## config.mk

```make
export PLATFORM = sky130hd
export DESIGN_NAME = half_bfloat_single_converter_top
export DESIGN_NICKNAME = d
export VERILOG_FILES = /design/src/hbs_pkg.sv /design/src/hbs_decode.sv /design/src/hbs_shift.sv /design/src/hbs_pack.sv /design/src/half_bfloat_single_converter_top.sv
export SDC_FILE = /design/constraint.sdc
export NUM_CORES = 1
export LEC_CHECK = 0
export ABC_AREA = 1
export BUFFER_PORTS_ARGS = -buffer_cell sky130_fd_sc_hd__buf_2
export CORE_UTILIZATION = 48
export DETAILED_ROUTE_END_ITERATION = 6
export PLACE_DENSITY_LB_ADDON = 0.2
export SYNTH_ARGS = -nofsm -noshare
export SYNTH_HDL_FRONTEND = slang
export SYNTH_SLANG_ARGS = --single-unit
```

## constraint.sdc

```tcl
create_clock -name clk -period 1.4 [get_ports clk]
set_input_delay 0.28 -clock clk [delete_from_list [all_inputs] [get_ports clk]]
set_output_delay 0.28 -clock clk [all_outputs]
set_load 0.01 [all_outputs]
```

## src/hbs_pkg.sv

```systemverilog
`timescale 1ns / 1ps
// ----------------------------------------------------------------------------
// hbs_pkg
// Shared types, constants and helpers for the half/bfloat16/single converter.
// ----------------------------------------------------------------------------
package hbs_pkg;

    typedef enum logic [1:0] {
        OP_H2S = 2'd0,
        OP_S2H = 2'd1,
        OP_B2S = 2'd2,
        OP_S2B = 2'd3
    } op_t;

    typedef enum logic [1:0] {
        S2H_ZERO = 2'd0,
        S2H_SUB  = 2'd1,
        S2H_NORM = 2'd2,
        S2H_INF  = 2'd3
    } s2h_cls_t;

    localparam logic [7:0]  SINGLE_EXP_MAX   = 8'hFF;
    localparam logic [4:0]  HALF_EXP_MAX     = 5'h1F;
    localparam logic [7:0]  REBIAS           = 8'd112;
    localparam logic [7:0]  SUB_EXP_BASE     = 8'd113;
    localparam logic [7:0]  S2H_SUB_MIN_EXP  = 8'd102;
    localparam logic [7:0]  S2H_OVF_EXP      = 8'd143;
    localparam logic [7:0]  S2H_SHIFT_BASE   = 8'd126;
    localparam logic [14:0] HALF_INF_MAG     = 15'h7C00;

    typedef struct packed {
        logic        valid;
        op_t         op;
        logic [31:0] val;
        logic [3:0]  h_lz;
        s2h_cls_t    s_cls;
        logic [4:0]  s_sh;
    } dec_t;

    typedef struct packed {
        logic        valid;
        op_t         op;
        logic [31:0] val;
        logic [3:0]  h_lz;
        s2h_cls_t    s_cls;
        logic [9:0]  h_man;
        logic [14:0] s_sub;
    } shf_t;

    // Number of left shifts that bring the leading one of a non-zero
    // half mantissa up to the hidden bit position.
    function automatic logic [3:0] half_lz(input logic [9:0] man);
        logic [3:0] lz;
        lz = 4'd10;
        for (int i = 0; i < 10; i++)
        begin
            if (man[i])
            begin
                lz = 4'(10 - i);
            end
        end
        return lz;
    endfunction

endpackage

```

## src/hbs_decode.sv

```systemverilog
`timescale 1ns / 1ps
// ----------------------------------------------------------------------------
// hbs_decode
// First stage: classifies the source and works out shift amounts.
// ----------------------------------------------------------------------------
module hbs_decode
    import hbs_pkg::*;
(
    input  logic        clk,
    input  logic        rst_n,
    input  logic        take,
    input  logic [1:0]  op,
    input  logic [31:0] value_bits,
    output dec_t        dec
);

    logic       valid_reg;
    logic       valid_next;
    dec_t       data_reg;
    dec_t       data_next;
    logic [7:0] s_exp;
    logic [7:0] sh_full;

    always_comb
    begin
        s_exp   = value_bits[30:23];
        sh_full = S2H_SHIFT_BASE - s_exp;
        valid_next      = take;
        data_next       = '0;
        data_next.valid = take;
        data_next.op    = op_t'(op);
        data_next.val   = value_bits;
        data_next.h_lz  = half_lz(value_bits[9:0]);
        data_next.s_sh  = sh_full[4:0];
        priority if (s_exp < S2H_SUB_MIN_EXP)
            data_next.s_cls = S2H_ZERO;
        else if (s_exp <= REBIAS)
            data_next.s_cls = S2H_SUB;
        else if (s_exp >= S2H_OVF_EXP)
            data_next.s_cls = S2H_INF;
        else
            data_next.s_cls = S2H_NORM;
    end

    always_ff @(posedge clk or negedge rst_n)
    begin
        if (!rst_n)
        begin
            valid_reg <= 1'b0;
        end
        else
        begin
            valid_reg <= valid_next;
        end
    end

    always_ff @(posedge clk)
    begin
        data_reg <= data_next;
    end

    always_comb
    begin
        dec       = data_reg;
        dec.valid = valid_reg;
    end

endmodule

```

## src/hbs_shift.sv

```systemverilog
`timescale 1ns / 1ps
// ----------------------------------------------------------------------------
// hbs_shift
// Second stage: normalises half subnormals and denormalises single inputs.
// ----------------------------------------------------------------------------
module hbs_shift
    import hbs_pkg::*;
(
    input  logic clk,
    input  logic rst_n,
    input  dec_t dec,
    output shf_t shf
);

    logic        valid_reg;
    logic        valid_next;
    shf_t        data_reg;
    shf_t        data_next;
    logic [10:0] h_wide;
    logic [23:0] s_wide;

    always_comb
    begin
        h_wide = {1'b0, dec.val[9:0]} << dec.h_lz;
        s_wide = {1'b1, dec.val[22:0]} >> dec.s_sh;
        valid_next      = dec.valid;
        data_next.valid = dec.valid;
        data_next.op    = dec.op;
        data_next.val   = dec.val;
        data_next.h_lz  = dec.h_lz;
        data_next.s_cls = dec.s_cls;
        data_next.h_man = h_wide[9:0];
        data_next.s_sub = s_wide[14:0];
    end

    always_ff @(posedge clk or negedge rst_n)
    begin
        if (!rst_n)
        begin
            valid_reg <= 1'b0;
        end
        else
        begin
            valid_reg <= valid_next;
        end
    end

    always_ff @(posedge clk)
    begin
        data_reg <= data_next;
    end

    always_comb
    begin
        shf       = data_reg;
        shf.valid = valid_reg;
    end

endmodule

```

## src/hbs_pack.sv

```systemverilog
`timescale 1ns / 1ps
// ----------------------------------------------------------------------------
// hbs_pack
// Third stage: assembles the result pattern and drives the output register.
// ----------------------------------------------------------------------------
module hbs_pack
    import hbs_pkg::*;
(
    input  logic        clk,
    input  logic        rst_n,
    input  shf_t        shf,
    output logic        done,
    output logic [31:0] result_bits
);

    logic        done_reg;
    logic        done_next;
    logic [31:0] result_reg;
    logic [31:0] result_next;
    logic        h_sign;
    logic [4:0]  h_exp;
    logic [9:0]  h_man;
    logic [7:0]  s_exp;
    logic [7:0]  rebiased;
    logic [14:0] half_mag;

    always_comb
    begin
        h_sign   = shf.val[15];
        h_exp    = shf.val[14:10];
        h_man    = shf.val[9:0];
        s_exp    = shf.val[30:23];
        rebiased = s_exp - REBIAS;
        unique case (shf.s_cls)
            S2H_ZERO: half_mag = '0;
            S2H_SUB:  half_mag = shf.s_sub;
            S2H_NORM: half_mag = {rebiased[4:0], shf.val[22:13]};
            default:  half_mag = HALF_INF_MAG;
        endcase
        unique case (shf.op)
            OP_H2S:
            begin
                priority if (h_exp == '0 && h_man == '0)
                    result_next = {h_sign, 31'd0};
                else if (h_exp == '0)
                    result_next = {h_sign, SUB_EXP_BASE - {4'd0, shf.h_lz},
                                   shf.h_man, 13'd0};
                else if (h_exp == HALF_EXP_MAX)
                    result_next = {h_sign, SINGLE_EXP_MAX, h_man, 13'd0};
                else
                    result_next = {h_sign, {3'd0, h_exp} + REBIAS, h_man, 13'd0};
            end
            OP_S2H:  result_next = {16'd0, shf.val[31], half_mag};
            OP_B2S:  result_next = {shf.val[15:0], 16'd0};
            default: result_next = {16'd0, shf.val[31:16]};
        endcase
        done_next = shf.valid;
    end

    always_ff @(posedge clk or negedge rst_n)
    begin
        if (!rst_n)
        begin
            done_reg <= 1'b0;
        end
        else
        begin
            done_reg <= done_next;
        end
    end

    always_ff @(posedge clk)
    begin
        result_reg <= result_next;
    end

    assign done        = done_reg;
    assign result_bits = result_reg;

endmodule

```

## src/half_bfloat_single_converter_top.sv

```systemverilog
`timescale 1ns / 1ps
// ----------------------------------------------------------------------------
// half_bfloat_single_converter_top
// Converts between half, bfloat16 and single bit patterns.
// Requests pass through three registered stages, decode, shift and pack, and the
// done strobe rises together with the registered result.
// Throughput is one request per cycle; busy is never raised.
// Reset clears the stage valid bits, so no strobe follows reset.
// The receiver cannot stall, and every result is strobed for one cycle.
// ----------------------------------------------------------------------------
module half_bfloat_single_converter_top
    import hbs_pkg::*;
(
    input  logic        clk,
    input  logic        rst_n,
    input  logic        start,
    output logic        busy,
    input  logic [1:0]  op,
    input  logic [31:0] value_bits,
    output logic        done,
    output logic [31:0] result_bits
);

    dec_t dec;
    shf_t shf;

    assign busy = 1'b0;

    hbs_decode u_decode
    (
        .clk        (clk),
        .rst_n      (rst_n),
        .take       (start & ~busy),
        .op         (op),
        .value_bits (value_bits),
        .dec        (dec)
    );

    hbs_shift u_shift
    (
        .clk   (clk),
        .rst_n (rst_n),
        .dec   (dec),
        .shf   (shf)
    );

    hbs_pack u_pack
    (
        .clk         (clk),
        .rst_n       (rst_n),
        .shf         (shf),
        .done        (done),
        .result_bits (result_bits)
    );

endmodule

```

==> summary.log, run 1 <==
INFO  global_route   grt_antenna_before_repair=0
INFO  drt            route.detailed.wl_per_inst=14.30um
INFO  worst_hold_path timing.hold.worst_path_depth=1
INFO  logic_synthesis synth_top_flop_cell=dfxtp_1
INFO  layout         util_after_layout=62.09%
INFO  timing         min_period=1338ps
INFO  logic_synthesis asyncSetResetFlopFracSynth=2.083%
INFO  cts            clkTransAtPathRegs=60ps
INFO  floorplan      initial_utilization=49.16%
INFO  logic_synthesis number_of_unique_standard_cell_types_used_by_synthesis=43
INFO  drt            drc_errors=0
INFO  logic_synthesis synth_area_per_cell=8.256um^2
INFO  timing         finalMaxSlewViolations=0
INFO  cts            numClockSinks=144
INFO  logic_synthesis synthesis.nets=718
INFO  floorplan      floorplan.core_area=11,370um^2
INFO  cts            cts_tree=built
INFO  logic_synthesis synthMuxAreaShare=0%
INFO  timing         slew_at_the_pin_closest_to_its_max_slew_limit=527.3ps
INFO  worst_setup_path rr_worst_depth=8
INFO  worst_setup_path regToRegSetupSlack=60ps
INFO  layout         fin_cells=944
INFO  global_route   grt_first_pass_wirelength=21.68mm
INFO  pwr            power.static_leakage=3.349nW
INFO  worst_setup_path worst_setup_path_endpoint=u_shift.shf[9]$_SDFF_PP0_
INFO  pwr            power.internal=7.630mW
INFO  drt            wl=13.50mm
INFO  timing         fmax=747.5MHz
INFO  placement      number_of_cells_after_detailed_placement=876
INFO  global_route   grtUsageTotal=24.04%
INFO  worst_setup_path worst_r2r_start=u_decode.dec[34]$_DFF_P_
INFO  timing         hold_violations=0
INFO  placement      gp_congestion=0.9106
INFO  timing         grt_setup_unrepaired=yes
INFO  logic_synthesis synth-edff-count=0
INFO  drt            drt_first_iter_violations=446
INFO  layout         largest_register_ffs=65
INFO  worst_setup_path timing.critical_path.to_type=flip-flop
INFO  logic_synthesis seq_area_frac_synth=51.85%
INFO  logic_synthesis synth_most_common_cell=nand2_1
INFO  pwr            peakVddDrop=1.231mV
INFO  logic_synthesis syn-instance-count=677
INFO  pwr            seqPwrFrac=44.8%
INFO  pwr            power.switching_fraction=25.65%
INFO  layout         area_added_between_synthesis_and_finish=26.30%
INFO  placement      port_buffers=69
INFO  drt            via_cell_ratio=5.176
INFO  run_status     run_status=finished clean
INFO  worst_setup_path path_class=reg -> reg
INFO  logic_synthesis synth_top_area_cell=dfxtp_1
INFO  pwr            portion_of_total_power_attributed_to_the_clock_network=42.4%
INFO  drt            firstDrtPassIters=5
INFO  cts            clock_path_buffers=2
INFO  logic_synthesis synth_fa_ha_area_share=0.8955%
INFO  layout         nets=829
INFO  run            max_cap_violations=0
INFO  global_route   grt_remaining_overflow=0
INFO  logic_synthesis post_synthesis_cell_area=5589um^2
INFO  floorplan      design.die.area=12,080um^2
INFO  worst_hold_path hold_path_class=in -> reg
INFO  logic_synthesis synth_top_area_share=50.50%
INFO  worst_setup_path critical_path.reg2reg.endpoint=u_shift.shf[9]$_SDFF_PP0_
INFO  global_route   largest_net_degree_at_the_start_of_global_routing=29
INFO  worst_setup_path path_max_fanout=22
INFO  timing         min_period_over_period=95.55%
INFO  pwr            p_switching=2.632mW
INFO  worst_setup_path startpoint_of_the_most_critical_setup_path=u_decode.dec[34]$_DFF_P_
INFO  floorplan      placement_rows=39
INFO  logic_synthesis synth_commonest_cells=nand2_1 (157), dfxtp_1 (141), nand3_1 (108)
INFO  pwr            power=10.26mW
INFO  floorplan      die_y=109.9um
INFO  cts            clkLatencyLatePin=410ps
INFO  logic_synthesis yosys_warnings=0
INFO  logic_synthesis synth_simple_gate_area_share=29.82%
INFO  worst_setup_path crit_path_start_kind=flip-flop
INFO  cts            tritoncts.num_buffers=17
INFO  drt            routed-via-count=4,886
INFO  placement      hpwlAfterDp=9.427mm
INFO  worst_setup_path timing.critical_path.arrival=1640ps
INFO  logic_synthesis synth-seq-cells=144
INFO  cts            cts.htree.levels=4
INFO  floorplan      dieWidth=109.9um
INFO  drt            drtAntennaViolNets=0
INFO  floorplan      ioPinCount=71
INFO  worst_setup_path required_time_worst_endpoint=1700ps
INFO  timing         setup_viol=0
INFO  timing         worst_slew_margin_rel=64.81%
INFO  timing         clock_skew=6.914ps
INFO  pwr            pwr_density_cell=1454nW/um^2
INFO  layout         n_fill_cell=968
INFO  logic_synthesis synth-compound-area-share=9.178%
INFO  logic_synthesis synthTopCellsByArea=dfxtp_1 (51%), nand2_1 (11%), nand3_1 (9.7%)
INFO  pwr            power.combinational.fraction=12.8%
INFO  layout         post-route-cell-area=7059um^2
INFO  placement      placed_cell_area=6066um^2
INFO  logic_synthesis synthXorXnorAreaFrac=0.6268%
INFO  layout         antenna_cells=0
INFO  cts            root_buffer=clkbuf_16
INFO  global_route   grt_pass1_vias=4,485
INFO  logic_synthesis combinational_family_with_the_most_area_after_synthesis=simple AND/OR/NAND/NOR gates
INFO  layout         final_layout_size_suffix_gt1_share=21.10%
power by group through the flow:
stage / logic, mW / clock network (mW) / registers, mW
2_1_floorplan: 0.829 / 0 / 4.64
3_3_place_gp: 1.18 / 0 / 4.68
3_5_place_dp: 1.19 / 0 / 4.68
4_1_cts: 1.26 / 4.44 / 4.59
5_1_grt: 1.48 / 4.67 / 4.63
6_report: 1.31 / 4.35 / 4.60
worst min-delay path by stage:
stage	from	to	slack, ps
after global routing	value_bits[24]	u_decode.dec[35]$_DFF_P_	20
after floorplan	rst_n	u_decode.valid_reg$_DFF_PN0_	-20
after detailed placement	rst_n	u_decode.valid_reg$_DFF_PN0_	80
final	value_bits[24]	u_decode.dec[35]$_DFF_P_	30
after global placement	rst_n	u_pack.done$_DFF_PN0_	70
after CTS	value_bits[23]	u_decode.dec[34]$_DFF_P_	0.3
critical path, stage by stage (launching register included):
cell	delay [ps]
dfxtp_4	370
buf_12	160
inv_16	80
nand2_1	80
nand3_1	100
nand3_1	150
nand2_1	80
nor2_1	120
nor2_1	70
per-stage QoR:
stage	hold slack, ps	setup TNS [ps]	worst slack [ps]
final	27.89	0	62.26
after global routing	17.45	-41.24	-15.20
after CTS	0.3346	0	1.009
after detailed placement	77.25	0	51.55
after global placement	73.45	0	60.81
after floorplan	-15.59	0	229.2
cell type report:
| class | instances | area, um^2 | area share, % |
|---|---|---|---|
| well taps | 143 | 178.9 | 2.535 |
| repair buffers | 123 | 888.4 | 12.58 |
| clock buffers | 21 | 450.4 | 6.381 |
| inverters | 52 | 211.5 | 2.995 |
| multi-input cells | 450 | 2297 | 32.54 |
| clock inverters | 11 | 128.9 | 1.826 |
| flip-flops and latches | 144 | 2904 | 41.14 |
what timing repair did:
action                                  in CTS  in global routing
endpoints found under the setup margin       0                 27
buffers inserted                             0                  2
hold buffers                                31                  2
gates resized for setup                      0                 15
hold endpoints to repair                    33                  2
cells by family after synthesis:
logic type | count (synthesis)
AND/OR/NAND/NOR | 348
flip-flops | 144
AO/OA/AOI/OAI | 93
buffers and inverters | 83
XOR/XNOR | 4
adder cells (fa/ha/maj) | 4
other | 1
cell usage in the layout, fill, tap and decap left out, types with 3 or more instances in the layout:
master / instances
buf_2: 69
clkbuf_1: 3
buf_4: 17
a21oi_1: 10
nand4_1: 6
ha_1: 4
nand2_2: 3
inv_2: 4
nor2_2: 3
or2_2: 3
o211ai_1: 5
nand3_1: 106
o21ai_1: 16
buf_12: 3
o21ai_0: 48
inv_6: 4
nand2_4: 10
or2_1: 5
nand2_1: 155
inv_1: 46
dlygate4sd3_1: 33
nor2_1: 34
clkbuf_16: 18
dfrtp_1: 3
nand3_2: 19
dfxtp_1: 138
per-layer routing:
metal,vias to the layer above,track usage [%],share of wire [%]
li1,2447,-,-
met1,2208,32.80,47
met2,209,35.18,44
met3,22,7.054,7.2
met4,0,10.10,1.7
met5,-,0,0
(Power assumes the default switching activity.)
==> run 2: changes to the inputs <==
Settings changed: CORE_UTILIZATION 48 to 42.
==> run 2 against run 1 <==
Compared with the run above: critical path depth is the same; count of clock-buffer cells in the layout did not move; power down 0.98%; global-route usage is 2.9 points lower; core utilization decreased by 6.8 points; combinational power about the same; setup slack improved by 2.6 ps; first-iteration DRC count grew 18%; sequential power about the same; via count shrank 0.80%.
==> summary.log, run 2 (synthesis gave the netlist of run 1 again) <==
INFO  run_status     run_status=finished clean
INFO  cts            numClockSinks=144 [unchanged]
INFO  timing         finalMaxSlewViolations=0 [unchanged]
INFO  worst_setup_path crit_path_cell_trace=buf_12 > inv_16 > nand2_1 > nand3_1 > nand3_1 > nand3_1 > nand3_1 > nand2_1
INFO  cts            clkTransAtPathRegs=60ps [about the same]
INFO  cts            root_buffer=clkbuf_16
INFO  drt            routed-via-count=4,847 [-0.80%]
INFO  timing         slew_at_the_pin_closest_to_its_max_slew_limit=510.6ps [-16.68 ps]
INFO  layout         n_fill_cell=1,171 [+21%]
INFO  worst_hold_path timing.hold.worst.start=value_bits[24]
INFO  timing         min_period_over_period=95.37% [-0.19 points]
INFO  worst_setup_path path_max_fanout=22 [unchanged]
INFO  timing         setup_viol=0 [unchanged]
INFO  floorplan      initial_utilization=43.76% [-5.4 points]
INFO  layout         mostFrequentLayoutCells=nand2_1 (156), dfxtp_1 (139), nand3_1 (107)
INFO  worst_setup_path cp_max_stage_delay=400ps [+30 ps]
INFO  cts            tritoncts.num_buffers=17 [unchanged]
INFO  worst_setup_path startpoint_of_the_most_critical_setup_path=u_decode.dec[34]$_DFF_P_
INFO  worst_setup_path crit_path_start_kind=flip-flop
INFO  pwr            power.static_leakage=3.343nW [-0.17%]
INFO  drt            wl=13.72mm [+1.6%]
INFO  timing         min_period=1335ps [-2.611 ps]
INFO  worst_setup_path critical-path-top-delay-family=simple AND/OR/NAND/NOR gates
INFO  layout         area_added_between_synthesis_and_finish=26.44%
INFO  worst_setup_path cp_common_cell=nand3_1
INFO  run            max_cap_violations=0 [unchanged]
INFO  layout         final_common_cell=nand2_1
INFO  timing         fin_worst_hold_slack=29.21ps [+1.319 ps]
INFO  floorplan      die_y=117.4um [+6.8%]
INFO  layout         multi_input_combinational_cell_area=2281um^2 [-0.71%]
INFO  worst_setup_path timing.critical_path.buf_inv=2 [unchanged]
INFO  cts            clock_path_buffers=2 [unchanged]
INFO  worst_setup_path path_class=reg -> reg
INFO  timing         hold_violations=0 [unchanged]
INFO  cts            cts.htree.levels=4 [unchanged]
INFO  drt            drc_errors=0 [unchanged]
INFO  floorplan      ioPinCount=71 [unchanged]
INFO  timing         sum_of_negative_setup_slack=0ps [unchanged]
INFO  global_route   grt_pass1_vias=4,793 [+6.9%]
INFO  floorplan      floorplan.core_area=12,770um^2 [+12%]
INFO  worst_setup_path crit_cells=8 [unchanged]
INFO  worst_setup_path worst_path_max_delay_cell=dfxtp_4
INFO  layout         seqCellArea=2903um^2 [about the same]
INFO  worst_setup_path rr_worst_depth=8 [unchanged]
INFO  cts            cts_tree=built
INFO  timing         worst_slew_margin_rel=65.92% [+1.1 points]
INFO  worst_setup_path required_time_worst_endpoint=1700ps [about the same]
INFO  pwr            peakVddDrop=0.8209mV [-33%]
INFO  worst_setup_path worst_r2r_start=u_decode.dec[34]$_DFF_P_
INFO  timing         fmax=749.0MHz [+0.20%]
INFO  timing         clock_skew=10.15ps [+3.235 ps]
INFO  global_route   grt_antenna_before_repair=0 [unchanged]
INFO  global_route   grt_first_pass_wirelength=23.11mm [+6.6%]
INFO  layout         final_layout_size_suffix_gt1_share=20.68% [-0.42 points]
INFO  global_route   grtUsageTotal=21.16% [-2.9 points]
INFO  global_route   grt_remaining_overflow=0 [unchanged]
INFO  floorplan      placement_rows=41 [+5.1%]
INFO  drt            drt_first_iter_violations=528 [+18%]
INFO  layout         largest_register_ffs=65 [unchanged]
INFO  pwr            power=10.16mW [-0.98%]
INFO  placement      port_buffers=69 [unchanged]
INFO  layout         util_after_layout=55.32% [-6.8 points]
INFO  drt            route.detailed.wl_per_inst=14.14um [-1.1%]
INFO  worst_setup_path timing.critical_path.arrival=1640ps [about the same]
INFO  drt            drtAntennaViolNets=0 [unchanged]
INFO  floorplan      dieWidth=117.4um [+6.8%]
INFO  placement      hpwlAfterDp=9.855mm [+4.5%]
INFO  cts            clkLatencyLatePin=410ps [about the same]
INFO  pwr            pwr_density_cell=1438nW/um^2 [-1.1%]
INFO  layout         antenna_cells=0 [unchanged]
INFO  worst_hold_path hold_path_class=in -> reg
INFO  floorplan      design.die.area=13,770um^2 [+14%]
INFO  layout         nets=826 [-0.36%]
INFO  placement      gp_congestion=0.8999 [-1.2%]
INFO  worst_hold_path timing.hold.worst_path_depth=1 [unchanged]
INFO  timing         grt_setup_unrepaired=yes
INFO  worst_setup_path timing.critical_path.to_type=flip-flop
INFO  drt            firstDrtPassIters=6 [+1]
INFO  drt            via_cell_ratio=4.997 [-3.5%]
INFO  global_route   largest_net_degree_at_the_start_of_global_routing=29 [unchanged]
-- run 2: cell types whose count changed in the layout (fill, tap and decap cells not counted), sizes merged --
cell and change:
clkinv +3, buf -2, dlygate4sd3 -2, inv -2
bufinv -1, clkbuf +1
-- run 2: routing by layer --
metal | routed length [um] | GRT usage, %
met5 | 0 | 0
met4 | 262 | 8.523
met3 | 797 | 5.934
met2 | 5989 | 32.51
met1 | 6666 | 27.90
-- run 2: worst paths after layout --
check | end | slack, ps
max | u_shift.shf[3]$_DFF_P_ | 60
min | u_decode.dec[35]$_DFF_P_ | 30
max reg2reg | u_shift.shf[3]$_DFF_P_ | 60
min reg2reg | u_shift.shf[25]$_DFF_P_ | 320
max in group asynchronous | u_shift.valid_reg$_DFF_PN0_ | 1110
min in group asynchronous | u_pack.done$_DFF_PN0_ | 190
-- run 2: area by class of cell --
class | instances | area share (%)
clock inverters | 11 | 1.470
flip-flops and latches | 144 | 41.08
clock buffers | 21 | 6.657
inverters | 52 | 2.992
well taps | 172 | 3.045
repair buffers | 120 | 12.48
multi-input cells | 450 | 32.28
-- run 2: worst register-to-register path: stages (launching register included) --
cell     delay, ps
dfxtp_4        400
buf_12         160
inv_16          80
nand2_1         80
nand3_1         90
nand3_1        130
nand3_1        130
nand3_1        110
nand2_1         60
-- run 2: per-stage QoR --
step / instances / worst slack [ps] / instance area [um^2]
6_report: 970 / 64.87 / 7067
5_1_grt: 970 / -16.64 / 7067
4_1_cts: 966 / 37.21 / 6972
3_5_place_dp: 903 / 45.28 / 6087
3_3_place_gp: 903 / 53.08 / 6087
2_1_floorplan: 677 / 229.2 / 5589
-- run 2: power by group --
group | internal (mW) | leakage, nW | switching (mW) | total [mW]
Combinational | 0.521 | 1.85 | 0.778 | 1.30
Clock | 2.59 | 0.280 | 1.67 | 4.26
Sequential | 4.42 | 1.22 | 0.187 | 4.60
Total | 7.53 | 3.34 | 2.63 | 10.2
-- run 2: repair_timing --
| action | CTS | global route |
|---|---|---|
| setup buffers | 0 | 2 |
| setup endpoints to repair | 0 | 28 |
| hold endpoints to repair | 33 | 0 |
| resized for setup | 0 | 11 |
| hold buffers | 31 | 0 |
